$ cat config.mk
export PLATFORM = sky130hd
export DESIGN_NAME = axi_exclusive_monitor_burst
export DESIGN_NICKNAME = d
export VERILOG_FILES = /design/src/aemb_pkg.sv /design/src/aemb_alu.sv /design/src/aemb_win.sv /design/src/aemb_resv.sv /design/src/axi_exclusive_monitor_burst.sv
export SDC_FILE = /design/constraint.sdc
export NUM_CORES = 1
export LEC_CHECK = 0
export BUFFER_PORTS_ARGS = -buffer_cell sky130_fd_sc_hd__buf_2
export CAP_MARGIN = 15
export CORE_MARGIN = 1.5
export CORE_UTILIZATION = 30
export CTS_BUF_LIST = sky130_fd_sc_hd__clkbuf_4
export DETAILED_ROUTE_END_ITERATION = 16
export GPL_TIMING_DRIVEN = 0
export SLEW_MARGIN = 20
export SYNTH_ARGS = -nofsm -noshare
export SYNTH_HDL_FRONTEND = slang
export SYNTH_SLANG_ARGS = --single-unit
$ cat constraint.sdc
create_clock -name clock -period 23.2 [get_ports clock]
set_clock_uncertainty 0.15 [all_clocks]
set_input_delay 0 -clock clock [delete_from_list [all_inputs] [get_ports clock]]
set_output_delay 0 -clock clock [all_outputs]
set_load 0.01 [all_outputs]
$ cat src/aemb_pkg.sv
// Shared types and constants for the AXI exclusive monitor with burst address generation.
`default_nettype none

package aemb_pkg;

   // Field widths fixed by the AXI beat description.
   localparam int ADDR_WIDTH      = 64;
   localparam int CSR_INDEX_WIDTH = 3;
   localparam int PAGE_LSB        = 12;
   localparam int WRAP_LSB_WIDTH  = 11;
   localparam int REM_BITS        = 8;

   // Beat direction codes.
   localparam logic OP_READ  = 1'b0;
   localparam logic OP_WRITE = 1'b1;

   // Burst modes; fixed and the reserved code share the default path.
   localparam logic [1:0] MODE_INCR = 2'd1;
   localparam logic [1:0] MODE_WRAP = 2'd2;

   // Response codes.
   localparam logic [1:0] RSP_OK      = 2'd0;
   localparam logic [1:0] RSP_EXCL_OK = 2'd1;
   localparam logic [1:0] RSP_DEC_ERR = 2'd2;

   // One accepted AXI beat.
   typedef struct packed {
      logic                  operation;
      logic [ADDR_WIDTH-1:0] base_address;
      logic [1:0]            beat_size;
      logic [1:0]            burst_mode;
      logic [7:0]            burst_length;
      logic [7:0]            beat_number;
      logic                  exclusive;
   } aemb_req_type;

   // Result of one beat.
   typedef struct packed {
      logic [ADDR_WIDTH-1:0] beat_address;
      logic [1:0]            target_index;
      logic                  address_ok;
      logic                  write_enable;
      logic [1:0]            response;
   } aemb_rsp_type;

   // Operands of the shared adder and comparator.
   typedef struct packed {
      logic [ADDR_WIDTH-1:0] a;
      logic [ADDR_WIDTH-1:0] b;
      logic [ADDR_WIDTH-1:0] c;
      logic                  sub;
   } aemb_alu_in_type;

   // Result of the shared unit: a signed 65-bit sum and the compare flag.
   typedef struct packed {
      logic [ADDR_WIDTH:0] result;
      logic                below;
   } aemb_alu_out_type;

   // One window as seen by the decoder.
   typedef struct packed {
      logic [ADDR_WIDTH-1:0] base;
      logic [ADDR_WIDTH-1:0] span;
   } aemb_win_type;

   // Overlap check request for the reservation entry being scanned.
   typedef struct packed {
      logic                check;
      logic [ADDR_WIDTH:0] diff;
      logic [1:0]          beat_size;
   } aemb_probe_type;

   // New reservation from an exclusive read.
   typedef struct packed {
      logic                  reserve;
      logic [ADDR_WIDTH-1:0] address;
      logic [1:0]            size;
   } aemb_commit_type;

   // Sequencer states.
   typedef enum logic [2:0] {
      ST_IDLE,
      ST_REMAIN,
      ST_ADDRESS,
      ST_WINDOW,
      ST_TABLE,
      ST_FINISH
   } aemb_state_type;

endpackage

`default_nettype wire

$ cat src/aemb_alu.sv
// Shared 64-bit adder/subtractor with a magnitude compare on its result.
`default_nettype none

module aemb_alu (
   input  aemb_pkg::aemb_alu_in_type  alu_in,
   output aemb_pkg::aemb_alu_out_type alu_out
);
   import aemb_pkg::*;

   localparam int SUM_WIDTH = ADDR_WIDTH + 1;

   logic [SUM_WIDTH-1:0] operand_b;
   logic [SUM_WIDTH-1:0] sum;

   // Subtraction adds the inverted operand plus one; the top bit is the sign.
   always_comb begin
      operand_b = alu_in.sub ? ~{1'b0, alu_in.b} : {1'b0, alu_in.b};
      sum       = {1'b0, alu_in.a} + operand_b + SUM_WIDTH'(alu_in.sub);
   end

   // The compare looks at the low 64 bits, as the window test is modulo 2^64.
   assign alu_out.result = sum;
   assign alu_out.below  = sum[ADDR_WIDTH-1:0] < alu_in.c;

endmodule

`default_nettype wire

$ cat src/aemb_win.sv
// Target window registers with the configuration write port and a scan read port.
`default_nettype none

module aemb_win #(
   parameter  int TARGET_WINDOWS = 4,
   localparam int WIN_IDX_W      = (TARGET_WINDOWS > 1) ? $clog2(TARGET_WINDOWS) : 1
) (
   input  logic                                  clock,
   input  logic                                  reset,
   input  logic                                  csr_valid,
   input  logic [aemb_pkg::CSR_INDEX_WIDTH-1:0]  csr_index,
   input  logic [aemb_pkg::ADDR_WIDTH-1:0]       csr_data,
   input  logic [WIN_IDX_W-1:0]                  rd_index,
   output aemb_pkg::aemb_win_type                rd_window
);
   import aemb_pkg::*;

   localparam int SLOT_W = CSR_INDEX_WIDTH - 1;

   logic [ADDR_WIDTH-1:0] base_ff [TARGET_WINDOWS];
   logic [ADDR_WIDTH-1:0] span_ff [TARGET_WINDOWS];
   logic [SLOT_W-1:0]     csr_slot;
   logic                  csr_hit;

   // Odd indexes carry spans, even ones bases; slots past the last window are dropped.
   assign csr_slot = csr_index[CSR_INDEX_WIDTH-1:1];
   assign csr_hit  = csr_valid && ({1'b0, csr_slot} < (SLOT_W + 1)'(TARGET_WINDOWS));

   // Window registers reset to zero, which leaves every window disabled.
   always_ff @(posedge clock) begin
      if (reset) begin
         for (int k = 0; k < TARGET_WINDOWS; k++) begin
            base_ff[k] <= '0;
            span_ff[k] <= '0;
         end
      end else if (csr_hit) begin
         if (csr_index[0]) begin
            span_ff[WIN_IDX_W'(csr_slot)] <= csr_data;
         end else begin
            base_ff[WIN_IDX_W'(csr_slot)] <= csr_data;
         end
      end
   end

   // The sequencer reads one window per cycle.
   assign rd_window.base = base_ff[rd_index];
   assign rd_window.span = span_ff[rd_index];

endmodule

`default_nettype wire

$ cat src/aemb_resv.sv
// Exclusive reservation table: entries, valid bits, round-robin pointer and overlap clearing.
`default_nettype none

module aemb_resv #(
   parameter  int ENTRIES   = 4,
   localparam int ENT_IDX_W = (ENTRIES > 1) ? $clog2(ENTRIES) : 1
) (
   input  logic                               clock,
   input  logic                               reset,
   input  logic [ENT_IDX_W-1:0]               rd_index,
   input  aemb_pkg::aemb_probe_type           probe,
   input  aemb_pkg::aemb_commit_type          commit,
   output logic [aemb_pkg::ADDR_WIDTH-1:0]    rd_address,
   output logic                               hit
);
   import aemb_pkg::*;

   // Sizes are at most 8 bytes, so overlapping ranges differ only in the low bits.
   localparam int NEAR_BITS = 4;

   logic [ENTRIES-1:0]    valid_ff;
   logic [ADDR_WIDTH-1:0] addr_ff [ENTRIES];
   logic [1:0]            size_ff [ENTRIES];
   logic [ENT_IDX_W-1:0]  ptr_ff;
   logic [ENT_IDX_W-1:0]  ptr_in;

   logic                  free_found;
   logic [ENT_IDX_W-1:0]  free_idx;
   logic [ENT_IDX_W-1:0]  slot;
   logic [NEAR_BITS-1:0]  beat_bytes;
   logic [NEAR_BITS-1:0]  entry_bytes;
   logic [NEAR_BITS:0]    near_sum;
   logic                  ahead;
   logic                  behind;
   logic                  clear;

   // Lowest free entry; when the table is full the round-robin pointer picks the victim.
   always_comb begin
      free_found = 1'b0;
      free_idx   = '0;
      for (int i = 0; i < ENTRIES; i++) begin
         if (!valid_ff[i] && !free_found) begin
            free_found = 1'b1;
            free_idx   = ENT_IDX_W'(i);
         end
      end
      slot   = free_found ? free_idx : ptr_ff;
      ptr_in = (ptr_ff == ENT_IDX_W'(ENTRIES - 1)) ? '0 : ptr_ff + 1'b1;
   end

   // The diff is entry address minus beat address, signed over 65 bits.
   // Entry at or above the beat: overlap when the distance is below the beat's bytes.
   // Entry below the beat: overlap when the distance is below the entry's bytes.
   always_comb begin
      beat_bytes  = NEAR_BITS'(1) << probe.beat_size;
      entry_bytes = NEAR_BITS'(1) << size_ff[rd_index];
      near_sum    = {1'b0, probe.diff[NEAR_BITS-1:0]} + {1'b0, entry_bytes};
      ahead       = !probe.diff[ADDR_WIDTH] && (probe.diff[ADDR_WIDTH-1:NEAR_BITS] == '0)
                    && (probe.diff[NEAR_BITS-1:0] < beat_bytes);
      behind      = probe.diff[ADDR_WIDTH] && (&probe.diff[ADDR_WIDTH-1:NEAR_BITS])
                    && near_sum[NEAR_BITS] && (near_sum[NEAR_BITS-1:0] != '0);
      clear       = probe.check && valid_ff[rd_index] && (ahead || behind);
   end

   assign rd_address = addr_ff[rd_index];
   assign hit        = valid_ff[rd_index] && (probe.diff == '0);

   // Valid bits and the replacement pointer.
   always_ff @(posedge clock) begin
      if (reset) begin
         valid_ff <= '0;
         ptr_ff   <= '0;
      end else if (commit.reserve) begin
         valid_ff[slot] <= 1'b1;
         if (!free_found) begin
            ptr_ff <= ptr_in;
         end
      end else if (clear) begin
         valid_ff[rd_index] <= 1'b0;
      end
   end

   // Entry contents only matter while the entry is valid.
   always_ff @(posedge clock) begin
      if (commit.reserve) begin
         addr_ff[slot] <= commit.address;
         size_ff[slot] <= commit.size;
      end
   end

endmodule

`default_nettype wire

$ cat src/axi_exclusive_monitor_burst.sv
// Top level: beat sequencer around the shared adder, window registers and reservation table.
`default_nettype none

// AXI exclusive access monitor with burst beat address generation. One beat is taken
// at a time; req_stall stays high from the accepting edge until the beat's result is
// loaded into the output register, and a waiting result does not block the next beat.
// All arithmetic goes through one shared 64-bit adder and comparator, so a beat runs
// in steps: for a wrapping burst one remainder step per beat-number bit, then the
// address step, one window test per window examined (1 to TARGET_WINDOWS, stopping
// at the first match), a scan of every reservation entry for a decoded write beat,
// and the finishing step. A non-wrapping read hitting window zero is shortest.
// Window registers are written through the csr_ port, which is always ready and must
// only be used while no beat is in flight. No clearing pass follows reset.
module axi_exclusive_monitor_burst #(
   parameter int RESERVATION_ENTRIES = 4,
   parameter int TARGET_WINDOWS      = 4
) (
   input  logic                                 clock,
   input  logic                                 reset,
   input  logic                                 req_valid,
   output logic                                 req_stall,
   input  aemb_pkg::aemb_req_type               req_data,
   output logic                                 rsp_valid,
   input  logic                                 rsp_stall,
   output aemb_pkg::aemb_rsp_type               rsp_data,
   input  logic                                 csr_valid,
   output logic                                 csr_ready,
   input  logic [aemb_pkg::CSR_INDEX_WIDTH-1:0] csr_index,
   input  logic [aemb_pkg::ADDR_WIDTH-1:0]      csr_data
);
   import aemb_pkg::*;

   localparam int WIN_IDX_W  = (TARGET_WINDOWS > 1) ? $clog2(TARGET_WINDOWS) : 1;
   localparam int ENT_IDX_W  = (RESERVATION_ENTRIES > 1) ? $clog2(RESERVATION_ENTRIES) : 1;
   localparam int BIT_IDX_W  = $clog2(REM_BITS);
   localparam int WRAP_LEN_W = WRAP_LSB_WIDTH + 1;

   aemb_state_type          state_ff, state_in;
   aemb_req_type            req_ff, req_in;
   logic [REM_BITS-1:0]     rem_ff, rem_in;
   logic [BIT_IDX_W-1:0]    bit_ff, bit_in;
   logic [ADDR_WIDTH-1:0]   addr_ff, addr_in;
   logic [WIN_IDX_W-1:0]    win_ff, win_in;
   logic                    found_ff, found_in;
   logic [1:0]              target_ff, target_in;
   logic [ENT_IDX_W-1:0]    ent_ff, ent_in;
   logic                    hit_ff, hit_in;
   aemb_rsp_type            rsp_ff, rsp_in;
   logic                    rsp_valid_ff, rsp_valid_in;

   logic [REM_BITS:0]       divisor;
   logic [REM_BITS:0]       rem_shift;
   logic [WRAP_LEN_W-1:0]   wrap_len;
   logic [WRAP_LSB_WIDTH-1:0] wrap_lsb_mask;
   logic [ADDR_WIDTH-1:0]   wrap_base;
   logic [WRAP_LSB_WIDTH-1:0] wrap_offset;
   logic [WRAP_LSB_WIDTH-1:0] incr_offset;
   logic                    page_same;
   logic                    addr_ok;
   logic                    out_free;

   aemb_alu_in_type         alu_in;
   aemb_alu_out_type        alu_out;
   aemb_win_type            win_rd;
   aemb_probe_type          probe;
   aemb_commit_type         commit;
   logic [ADDR_WIDTH-1:0]   entry_address;
   logic                    entry_hit;

   // Shared arithmetic unit.
   aemb_alu u_alu (
      .alu_in  (alu_in),
      .alu_out (alu_out)
   );

   // Window registers.
   aemb_win #(
      .TARGET_WINDOWS (TARGET_WINDOWS)
   ) u_win (
      .clock     (clock),
      .reset     (reset),
      .csr_valid (csr_valid),
      .csr_index (csr_index),
      .csr_data  (csr_data),
      .rd_index  (win_ff),
      .rd_window (win_rd)
   );

   // Reservation table.
   aemb_resv #(
      .ENTRIES (RESERVATION_ENTRIES)
   ) u_resv (
      .clock      (clock),
      .reset      (reset),
      .rd_index   (ent_ff),
      .probe      (probe),
      .commit     (commit),
      .rd_address (entry_address),
      .hit        (entry_hit)
   );

   assign csr_ready = 1'b1;
   assign req_stall = (state_ff != ST_IDLE);
   assign rsp_valid = rsp_valid_ff;
   assign rsp_data  = rsp_ff;

   // Burst geometry. A wrap offset is (beat mod beats) scaled by the beat size.
   always_comb begin
      divisor       = {1'b0, req_ff.burst_length} + {{REM_BITS{1'b0}}, 1'b1};
      rem_shift     = {rem_ff, req_ff.beat_number[bit_ff]};
      wrap_len      = WRAP_LEN_W'(divisor) << req_ff.beat_size;
      wrap_lsb_mask = WRAP_LSB_WIDTH'(wrap_len - WRAP_LEN_W'(1));
      wrap_base     = {req_ff.base_address[ADDR_WIDTH-1:WRAP_LSB_WIDTH],
                       req_ff.base_address[WRAP_LSB_WIDTH-1:0] & ~wrap_lsb_mask};
      wrap_offset   = WRAP_LSB_WIDTH'(rem_ff) << req_ff.beat_size;
      incr_offset   = WRAP_LSB_WIDTH'(req_ff.beat_number) << req_ff.beat_size;
   end

   assign page_same = (addr_ff[ADDR_WIDTH-1:PAGE_LSB]
                       == req_ff.base_address[ADDR_WIDTH-1:PAGE_LSB]);
   assign addr_ok   = found_ff && page_same;
   assign out_free  = !rsp_valid_ff || !rsp_stall;

   // Operand selection for the shared unit in each step.
   always_comb begin
      alu_in = '0;
      case (state_ff)
         ST_REMAIN: begin
            alu_in.a   = ADDR_WIDTH'(rem_shift);
            alu_in.b   = ADDR_WIDTH'(divisor);
            alu_in.sub = 1'b1;
         end
         ST_ADDRESS: begin
            case (req_ff.burst_mode)
               MODE_INCR: begin
                  alu_in.a = req_ff.base_address;
                  alu_in.b = ADDR_WIDTH'(incr_offset);
               end
               MODE_WRAP: begin
                  alu_in.a = wrap_base;
                  alu_in.b = ADDR_WIDTH'(wrap_offset);
               end
               default: begin
                  alu_in.a = req_ff.base_address;
               end
            endcase
         end
         ST_WINDOW: begin
            alu_in.a   = addr_ff;
            alu_in.b   = win_rd.base;
            alu_in.c   = win_rd.span;
            alu_in.sub = 1'b1;
         end
         ST_TABLE: begin
            alu_in.a   = entry_address;
            alu_in.b   = addr_ff;
            alu_in.sub = 1'b1;
         end
         default: begin
            alu_in = '0;
         end
      endcase
   end

   // Next state and datapath updates.
   always_comb begin
      state_in     = state_ff;
      req_in       = req_ff;
      rem_in       = rem_ff;
      bit_in       = bit_ff;
      addr_in      = addr_ff;
      win_in       = win_ff;
      found_in     = found_ff;
      target_in    = target_ff;
      ent_in       = ent_ff;
      hit_in       = hit_ff;
      rsp_in       = rsp_ff;
      rsp_valid_in = rsp_valid_ff && rsp_stall;

      probe.check     = 1'b0;
      probe.diff      = alu_out.result;
      probe.beat_size = req_ff.beat_size;

      commit.reserve = 1'b0;
      commit.address = req_ff.base_address;
      commit.size    = req_ff.beat_size;

      case (state_ff)
         ST_IDLE: begin
            if (req_valid) begin
               req_in   = req_data;
               rem_in   = '0;
               bit_in   = BIT_IDX_W'(REM_BITS - 1);
               state_in = (req_data.burst_mode == MODE_WRAP) ? ST_REMAIN : ST_ADDRESS;
            end
         end

         // One restoring remainder step per cycle, most significant beat bit first.
         ST_REMAIN: begin
            rem_in = alu_out.result[ADDR_WIDTH] ? rem_shift[REM_BITS-1:0]
                                                : alu_out.result[REM_BITS-1:0];
            bit_in = bit_ff - 1'b1;
            if (bit_ff == '0) begin
               state_in = ST_ADDRESS;
            end
         end

         ST_ADDRESS: begin
            addr_in   = alu_out.result[ADDR_WIDTH-1:0];
            win_in    = '0;
            found_in  = 1'b0;
            target_in = '0;
            state_in  = ST_WINDOW;
         end

         // Windows are tried in order; the first one that holds the address wins.
         ST_WINDOW: begin
            if (alu_out.below) begin
               found_in  = 1'b1;
               target_in = 2'(win_ff);
            end
            if (alu_out.below || (win_ff == WIN_IDX_W'(TARGET_WINDOWS - 1))) begin
               ent_in = '0;
               hit_in = 1'b0;
               if ((req_ff.operation == OP_WRITE) && alu_out.below && page_same) begin
                  state_in = ST_TABLE;
               end else begin
                  state_in = ST_FINISH;
               end
            end else begin
               win_in = win_ff + 1'b1;
            end
         end

         // A decoded write checks each entry for a hit and clears overlaps.
         ST_TABLE: begin
            probe.check = 1'b1;
            hit_in      = hit_ff || entry_hit;
            if (ent_ff == ENT_IDX_W'(RESERVATION_ENTRIES - 1)) begin
               state_in = ST_FINISH;
            end else begin
               ent_in = ent_ff + 1'b1;
            end
         end

         // Hand the result over once the output register is free.
         ST_FINISH: begin
            if (out_free) begin
               rsp_valid_in        = 1'b1;
               rsp_in.beat_address = addr_ff;
               rsp_in.target_index = target_ff;
               rsp_in.address_ok   = addr_ok;
               if (req_ff.operation == OP_READ) begin
                  rsp_in.write_enable = 1'b0;
                  rsp_in.response     = !addr_ok ? RSP_DEC_ERR
                                        : (req_ff.exclusive ? RSP_EXCL_OK : RSP_OK);
                  commit.reserve      = req_ff.exclusive;
               end else if (addr_ok) begin
                  rsp_in.write_enable = !req_ff.exclusive || hit_ff;
                  rsp_in.response     = (req_ff.exclusive && hit_ff) ? RSP_EXCL_OK
                                                                     : RSP_OK;
               end else begin
                  rsp_in.write_enable = 1'b0;
                  rsp_in.response     = RSP_DEC_ERR;
               end
               state_in = ST_IDLE;
            end
         end

         default: begin
            state_in = ST_IDLE;
         end
      endcase
   end

   // Control registers.
   always_ff @(posedge clock) begin
      if (reset) begin
         state_ff     <= ST_IDLE;
         rsp_valid_ff <= 1'b0;
      end else begin
         state_ff     <= state_in;
         rsp_valid_ff <= rsp_valid_in;
      end
   end

   // Datapath registers.
   always_ff @(posedge clock) begin
      req_ff    <= req_in;
      rem_ff    <= rem_in;
      bit_ff    <= bit_in;
      addr_ff   <= addr_in;
      win_ff    <= win_in;
      found_ff  <= found_in;
      target_ff <= target_in;
      ent_ff    <= ent_in;
      hit_ff    <= hit_in;
      rsp_ff    <= rsp_in;
   end

`ifndef SYNTHESIS
   // A new result only appears right after the finishing step.
   assert property (@(posedge clock) disable iff (reset)
      $rose(rsp_valid) |-> $past(state_ff == ST_FINISH))
      else $error("result appeared outside the finishing step");

   // A beat that fails decode never enables a write and always reports a decode error.
   assert property (@(posedge clock) disable iff (reset)
      rsp_valid && !rsp_data.address_ok |->
         !rsp_data.write_enable && (rsp_data.response == RSP_DEC_ERR))
      else $error("undecoded beat reported without decode error");

   // Only decoded write beats scan the reservation table.
   assert property (@(posedge clock) disable iff (reset)
      (state_ff == ST_TABLE) |-> (req_ff.operation == OP_WRITE) && addr_ok)
      else $error("table scan for a beat that is not a decoded write");

   // An exclusive okay implies a decoded address.
   assert property (@(posedge clock) disable iff (reset)
      rsp_valid && (rsp_data.response == RSP_EXCL_OK) |-> rsp_data.address_ok)
      else $error("exclusive okay on an undecoded beat");
`endif

endmodule

`default_nettype wire
Yosys cells after proc, flatten, opt, wreduce, memory -nomap -nowiden
Memories as Yosys holds them, arrays and structs flattened. A register that Yosys moved wholly into a read port is not among the register bits.
Cells that the tools add are included.
{ "totals": {"inputBits": 158, "regBits": 249, "memories": 4, "out_inout_bits": 73, "mem_bits_rw": 776, "rom_bits": 0, "latchBits": 0, "wordCells": 214} }
{ "memory_table": {"columns": ["memory", "depth", "width", "read_ports", "rd_ports_with_merged_regs", "write_ports", "line_no", "source"], "rows": [
  ["u_resv.addr_ff", 4, 64, 1, 1, 1, "aemb_resv.sv:22", "logic [ADDR_WIDTH-1:0] addr_ff [ENTRIES];"],
  ["u_win.base_ff", 4, 64, 1, 1, 4, "aemb_win.sv:20", "logic [ADDR_WIDTH-1:0] base_ff [TARGET_WINDOWS];"],
  ["u_win.span_ff", 4, 64, 1, 1, 4, "aemb_win.sv:21", "logic [ADDR_WIDTH-1:0] span_ff [TARGET_WINDOWS];"],
  ["u_resv.size_ff", 4, 2, 1, 1, 1, "aemb_resv.sv:23", "logic [1:0] size_ff [ENTRIES];"]
]} }
{ "classes": {"order_cmp": 7, "div_mod_pow": 0, "mul": 0, "n_addsub": 9, "mux": 82, "n_eq_ne": 20, "bitwise_logic": 7, "reduce_logical": 56, "n_shift": 5} }
{ "ops": {"columns": ["cell", "n"], "rows": [
  ["case mux 128 bit (4 select lines)", 1],
  ["2-to-1 mux 64 bit", 3],
  ["OR reduction 64 bit", 2],
  ["adder 64 x 65 -> 65 bit", 1],
  ["adder 65 x 1 -> 65 bit", 1],
  ["logical NOT 65 bit", 1],
  ["2-to-1 mux 65 bit", 1],
  ["NOT 64 -> 65 bit", 1],
  ["less-than comparator 64 bit", 1],
  ["logical NOT 60 bit", 1],
  ["AND reduction 60 bit", 1],
  ["== test 52 bit", 1],
  ["2-to-1 mux 2 bit", 18],
  ["2-to-1 mux 1 bit", 35],
  ["case mux 11 bit (2 select lines)", 1],
  ["<< shifter 8 x 2 -> 11 bit", 2],
  ["logical AND 1 bit", 18],
  ["2-to-1 mux 3 bit", 6],
  ["case mux 3 bit (6 select lines)", 1],
  ["2-to-1 mux 8 bit", 2],
  ["inequality test 2 bit, second input constant", 8],
  ["case mux 8 bit (2 select lines)", 1],
  ["AND reduction 2 bit", 8],
  ["case mux 2 bit (2 select lines)", 3],
  ["38 further kinds", 68]
]} }

Logic depth before layout (Yosys ltp)
{ "depth": {"depth_word": 19, "mapped_depth": 37, "ltp_nobuf": 37} }

By module
From an unflattened synthesis, not the netlist that was laid out.
{ "unflattened": {"hier_cells": 3640, "hier_area_um2": 50108.1} }
{ "modules_own_cells": {"columns": ["module", "seq_area_each_um2", "n_inst", "area_each_um2", "cells_each"], "rows": [
  ["aemb_win", 15374.7, 1, 21770.9, 1402],
  ["axi_exclusive_monitor_burst", 7257.0, 1, 11989.0, 934],
  ["aemb_resv", 8047.7, 1, 10393.7, 468],
  ["aemb_alu", 0.0, 1, 5954.5, 836]
]} }

Least setup slack after synthesis
Ideal clock, no wire load.
{ "synth_path": {"path_type": "register -> register", "startpoint": "reg state_ff[2]", "endpoint": "mem u_resv.addr_ff[3][0], enable pin", "arrival_ns": 7.608, "n_path_buf": 1, "t_required_ns": 22.558, "path_slack_ns": 14.951, "stages_incl_launch_ff": 8, "path_cell_list": "dfxtp_1 -> buf_2 -> nor2b_1 -> nand2_1 -> a21oi_1 -> and3_1 -> nand3_1 -> nor2_1"} }
{ "synth_between": {"elab_chain_cells": 4} }
{ "synth_lines": {"columns": ["item", "line_no", "source"], "rows": [
  ["start, declared", "axi_exclusive_monitor_burst.sv:38", "aemb_state_type state_ff, state_in;"],
  ["start signal, assigned", "axi_exclusive_monitor_burst.sv:282", "state_ff <= state_in;"],
  ["== test 3 bit", "axi_exclusive_monitor_burst.sv:188", "case (state_ff)"],
  ["2-to-1 mux 1 bit", "axi_exclusive_monitor_burst.sv:188", null],
  ["2-to-1 mux 1 bit", "aemb_resv.sv:85", "if (commit.reserve) begin"],
  ["2-to-1 mux 1 bit (implied by the code)", "aemb_resv.sv:86", "addr_ff[slot] <= commit.address;"],
  ["end, declared", "aemb_resv.sv:22", null]
]} }
No other way between the ends.

==> results.json <==
{
  "flow.area_growth_from_synthesis_pct": 26.1,
  "place.detailed.instances": 6183,
  "post_synth.cell_area_avg_sq_um": 13.6,
  "post-route-drc-count": 0,
  "hold_class": "in2reg",
  "timing_worst_slew_pin_value_ps": 1280,
  "postSynthRegisterBits": 1029,
  "synth-edff-count": 1015,
  "yosysWarningCount": 0,
  "dr_total_vias": 36900,
  "antenna_found_initial": 21,
  "worstSkewPairLatency_ps": 1370,
  "setup.worst_path.start_class": "flop",
  "detailedRoute.firstPassIterationCount": 8,
  "setup_viol": 0,
  "wl_met2_um": 85300,
  "avgRoutedWirePerCell_um": 25.3,
  "synth_commonest_cells": "edfxtp_1 (1015), and2_1 (522), nand2_1 (375)",
  "crit_path_max_incr_delay_ps": 850,
  "wire_length_of_the_first_global_routing_pass_um": 256000,
  "die-width_um": 413,
  "routed_via_density": 5.16,
  "final-instance-count-excl-fill": 7146,
  "endpoint_kind": "flop",
  "floorplan.rows": 150,
  "post_synth_inst_count": 3708,
  "boundaryPins": 231,
  "drt-initial-drc-count": 3514,
  "via_count_of_the_first_global_routing_pass": 36900,
  "grt_setup_unrepaired": "no",
  "max_slew_margin": 0.144,
  "cts.sink_count": 1029,
  "wl_met3_um": 13500,
  "post-synth-top-count-cell": "edfxtp_1",
  "num-fill-cells": 16100,
  "holdWs_ps": 92.5,
  "all_layer_gr_usage": 0.210,
  "critical-path-slowest-cell": "nor4_2",
  "gp_congestion": 0.976,
  "floorplan.initialDensity": 0.302,
  "routed_wirelength_um": 181000,
  "worst_ep_arrival_time_ps": 11750,
  "postSynthNetCount": 4009,
  "critical_path_buf_inv_count": 3,
  "timing_worst_setup_path_type": "reg2reg",
  "grt_start_max_net_pins": 70,
  "remaining_global_route_overflow": 0,
  "final_layout_size_suffix_gt1_frac": 0.202,
  "die_h_um": 413,
  "slew_viol_final": 0,
  "synth.lib_cells_used.distinct": 90,
  "clock-root-buffer": "clkbuf_4",
  "numCtsBuffers": 298,
  "cts_setup_buffers": 0,
  "htree_levels": 5,
  "cts.reportedPaths.clkPinSlew_ps": 80,
  "final_min_period_over_clock_period": 0.467,
  "ys.flop_type": "edfxtp_1",
  "number_of_nets_in_the_layout": 5043,
  "fin_setup_tns_ps": 0,
  "dpl_worst_slack_ps": 12620,
  "final_cell_area_sq_mm": 0.0636,
  "place.port_buffers": 227,
  "die_area_sq_mm": 0.171,
  "crit_fanout": 10,
  "synth_seq_area_share": 0.610,
  "reg2reg_depth": 28,
  "cell_area_after_technology_mapping_sq_mm": 0.0504,
  "netlist_top_cells_area": "edfxtp_1 (60%), mux4_2 (8.8%), and2_1 (6.5%), ha_1 (3.5%), nand2_1 (2.8%)",
  "antenna_left": 0,
  "timing.critical_path.required_ps": 24110,
  "outcome": "complete, no violations",
  "cts_tree": "done",
  "post-dp-hpwl_um": 135000,
  "crit_top_cell": "o21ai_0",
  "post-route-min-period_ps": 10840,
  "highest_layer": "met5",
  "core_area_sq_mm": 0.167,
  "fmaxAchievable_mhz": 92.2,
  "max-clock-path-buffers": 4,
  "postSynth.asyncResetShare": 0,
  "worstHoldPathCells": 4,
  "cellPowerDensity_mw_per_mm2": 120,
  "postPlaceCellArea_sq_mm": 0.0553,
  "leakage_nw": 22.6,
  "r2r_slack_ps": 12360,
  "critPathTopFamily": "compound AO/OA/AOI/OAI gates",
  "synth_top_cell_area_share": 0.604,
  "hp-start": "csr_data[24]",
  "yosysTopAreaCell": "edfxtp_1",
  "hold-path-endpoint": "u_win.base_ff[0][24]",
  "hold_violations": 0,
  "setup_ws_ps": 12360,
  "max_cap_violations": 0,
  "ir_worst_vdd_uv": 68.2,
  "drt-met1-wl_um": 75100
}
## worst reg2reg max path: cells and delay by family, from the launching register on
kind	cells	cell delay, ps
AO/OA/AOI/OAI	15	3790
adder cells (fa/ha/maj)	2	900
buffers and inverters	3	2130
flip-flops	1	350
multiplexers	2	1290
AND/OR/NAND/NOR	6	2010
## state kept, by name, summed over array words and instances, names as in the netlist, 2 cells and up, named ones only
| register | cells |
|---|---|
| req_ff | 20 |
| u_resv.ptr_ff | 2 |
| commit | 66 |
| win_ff | 2 |
| u_resv.addr_ff | 256 |
| u_resv.size_ff | 8 |
| state_ff | 3 |
| rsp_data | 70 |
| u_win.base_ff | 256 |
| target_ff | 2 |
| bit_ff | 3 |
| u_win.span_ff | 256 |
| u_resv.valid_ff | 4 |
| addr_ff | 64 |
| ent_ff | 2 |
| rem_ff | 8 |
## report_power, final
part	total [W]	switching, W	internal [W]
combinational	0.00335	0.00221	0.00114
sequential	0.00261	0.000251	0.00236
clock	0.00170	0.000786	0.000914
## final cells by class
type                            instances  area (sq um)  area share
Sequential cell                      1029         30800       0.484
Multi-Input combinational cell       2435         18900       0.297
Timing Repair Buffer                  734          6590       0.104
Clock buffer                          419          3150      0.0495
Tap cell                             2204          2760      0.0434
Buffer                                199           782      0.0123
Clock inverter                         66           475     0.00748
Inverter                               45           174     0.00273
Antenna cell                           15          37.5    0.000590
## metrics by stage
step	utilization	total power [W]
2_1_floorplan	-	0.00446
3_3_place_gp	0.325	0.00582
3_5_place_dp	0.331	0.00585
4_1_cts	0.380	0.00763
5_1_grt	0.381	0.00800
6_report	0.381	0.00766
## cell usage in the layout, fill, tap and decap left out, drive strengths merged, types with 49 or more instances in the layout
cell type / instances
xnor2: 68
mux4: 197
and2: 524
xor2: 67
buf: 319
clkinv: 54
clkbuf: 570
a22oi: 62
edfxtp: 1015
inv: 49
ha: 141
nand2: 375
a21oi: 156
dlygate4sd3: 463
nor2: 130
o21ai: 208
nand4: 60
## worst max path at each step
stage / from / endpoint / cells after the start
after detailed placement: flop / flop / 28
after global routing: flop / flop / 28
after global placement: state_ff[2] / u_resv.addr_ff[3][17] / 7
final: flop / flop / 28
after floorplan: state_ff[2] / u_resv.addr_ff[3][0] / 7
after CTS: flop / flop / 28
## cell families after synthesis
| kind of cell | synth area share |
|---|---|
| muxes | 0.0973 |
| other | 0.0000744 |
| DFF | 0.610 |
| buffers and inverters | 0.0186 |
| and+or+nand+nor | 0.136 |
| AOI/OAI and AO/OA | 0.0787 |
| adders and majority gates | 0.0358 |
| xor gates and xnor gates | 0.0239 |
## layer usage
| layer | vias up | track usage |
|---|---|---|
| li1 | 16400 | - |
| met3 | 356 | 0.0464 |
| met5 | - | 0 |
| met2 | 1547 | 0.339 |
| met4 | 22 | 0.0827 |
| met1 | 18600 | 0.272 |
## repair_timing
item	4_1_cts	5_1_grt
hold buffers	463	0
gates resized for setup	0	0
hold endpoints to repair	1466	0
No activity file was read; power rests on OpenSTA's default activity.
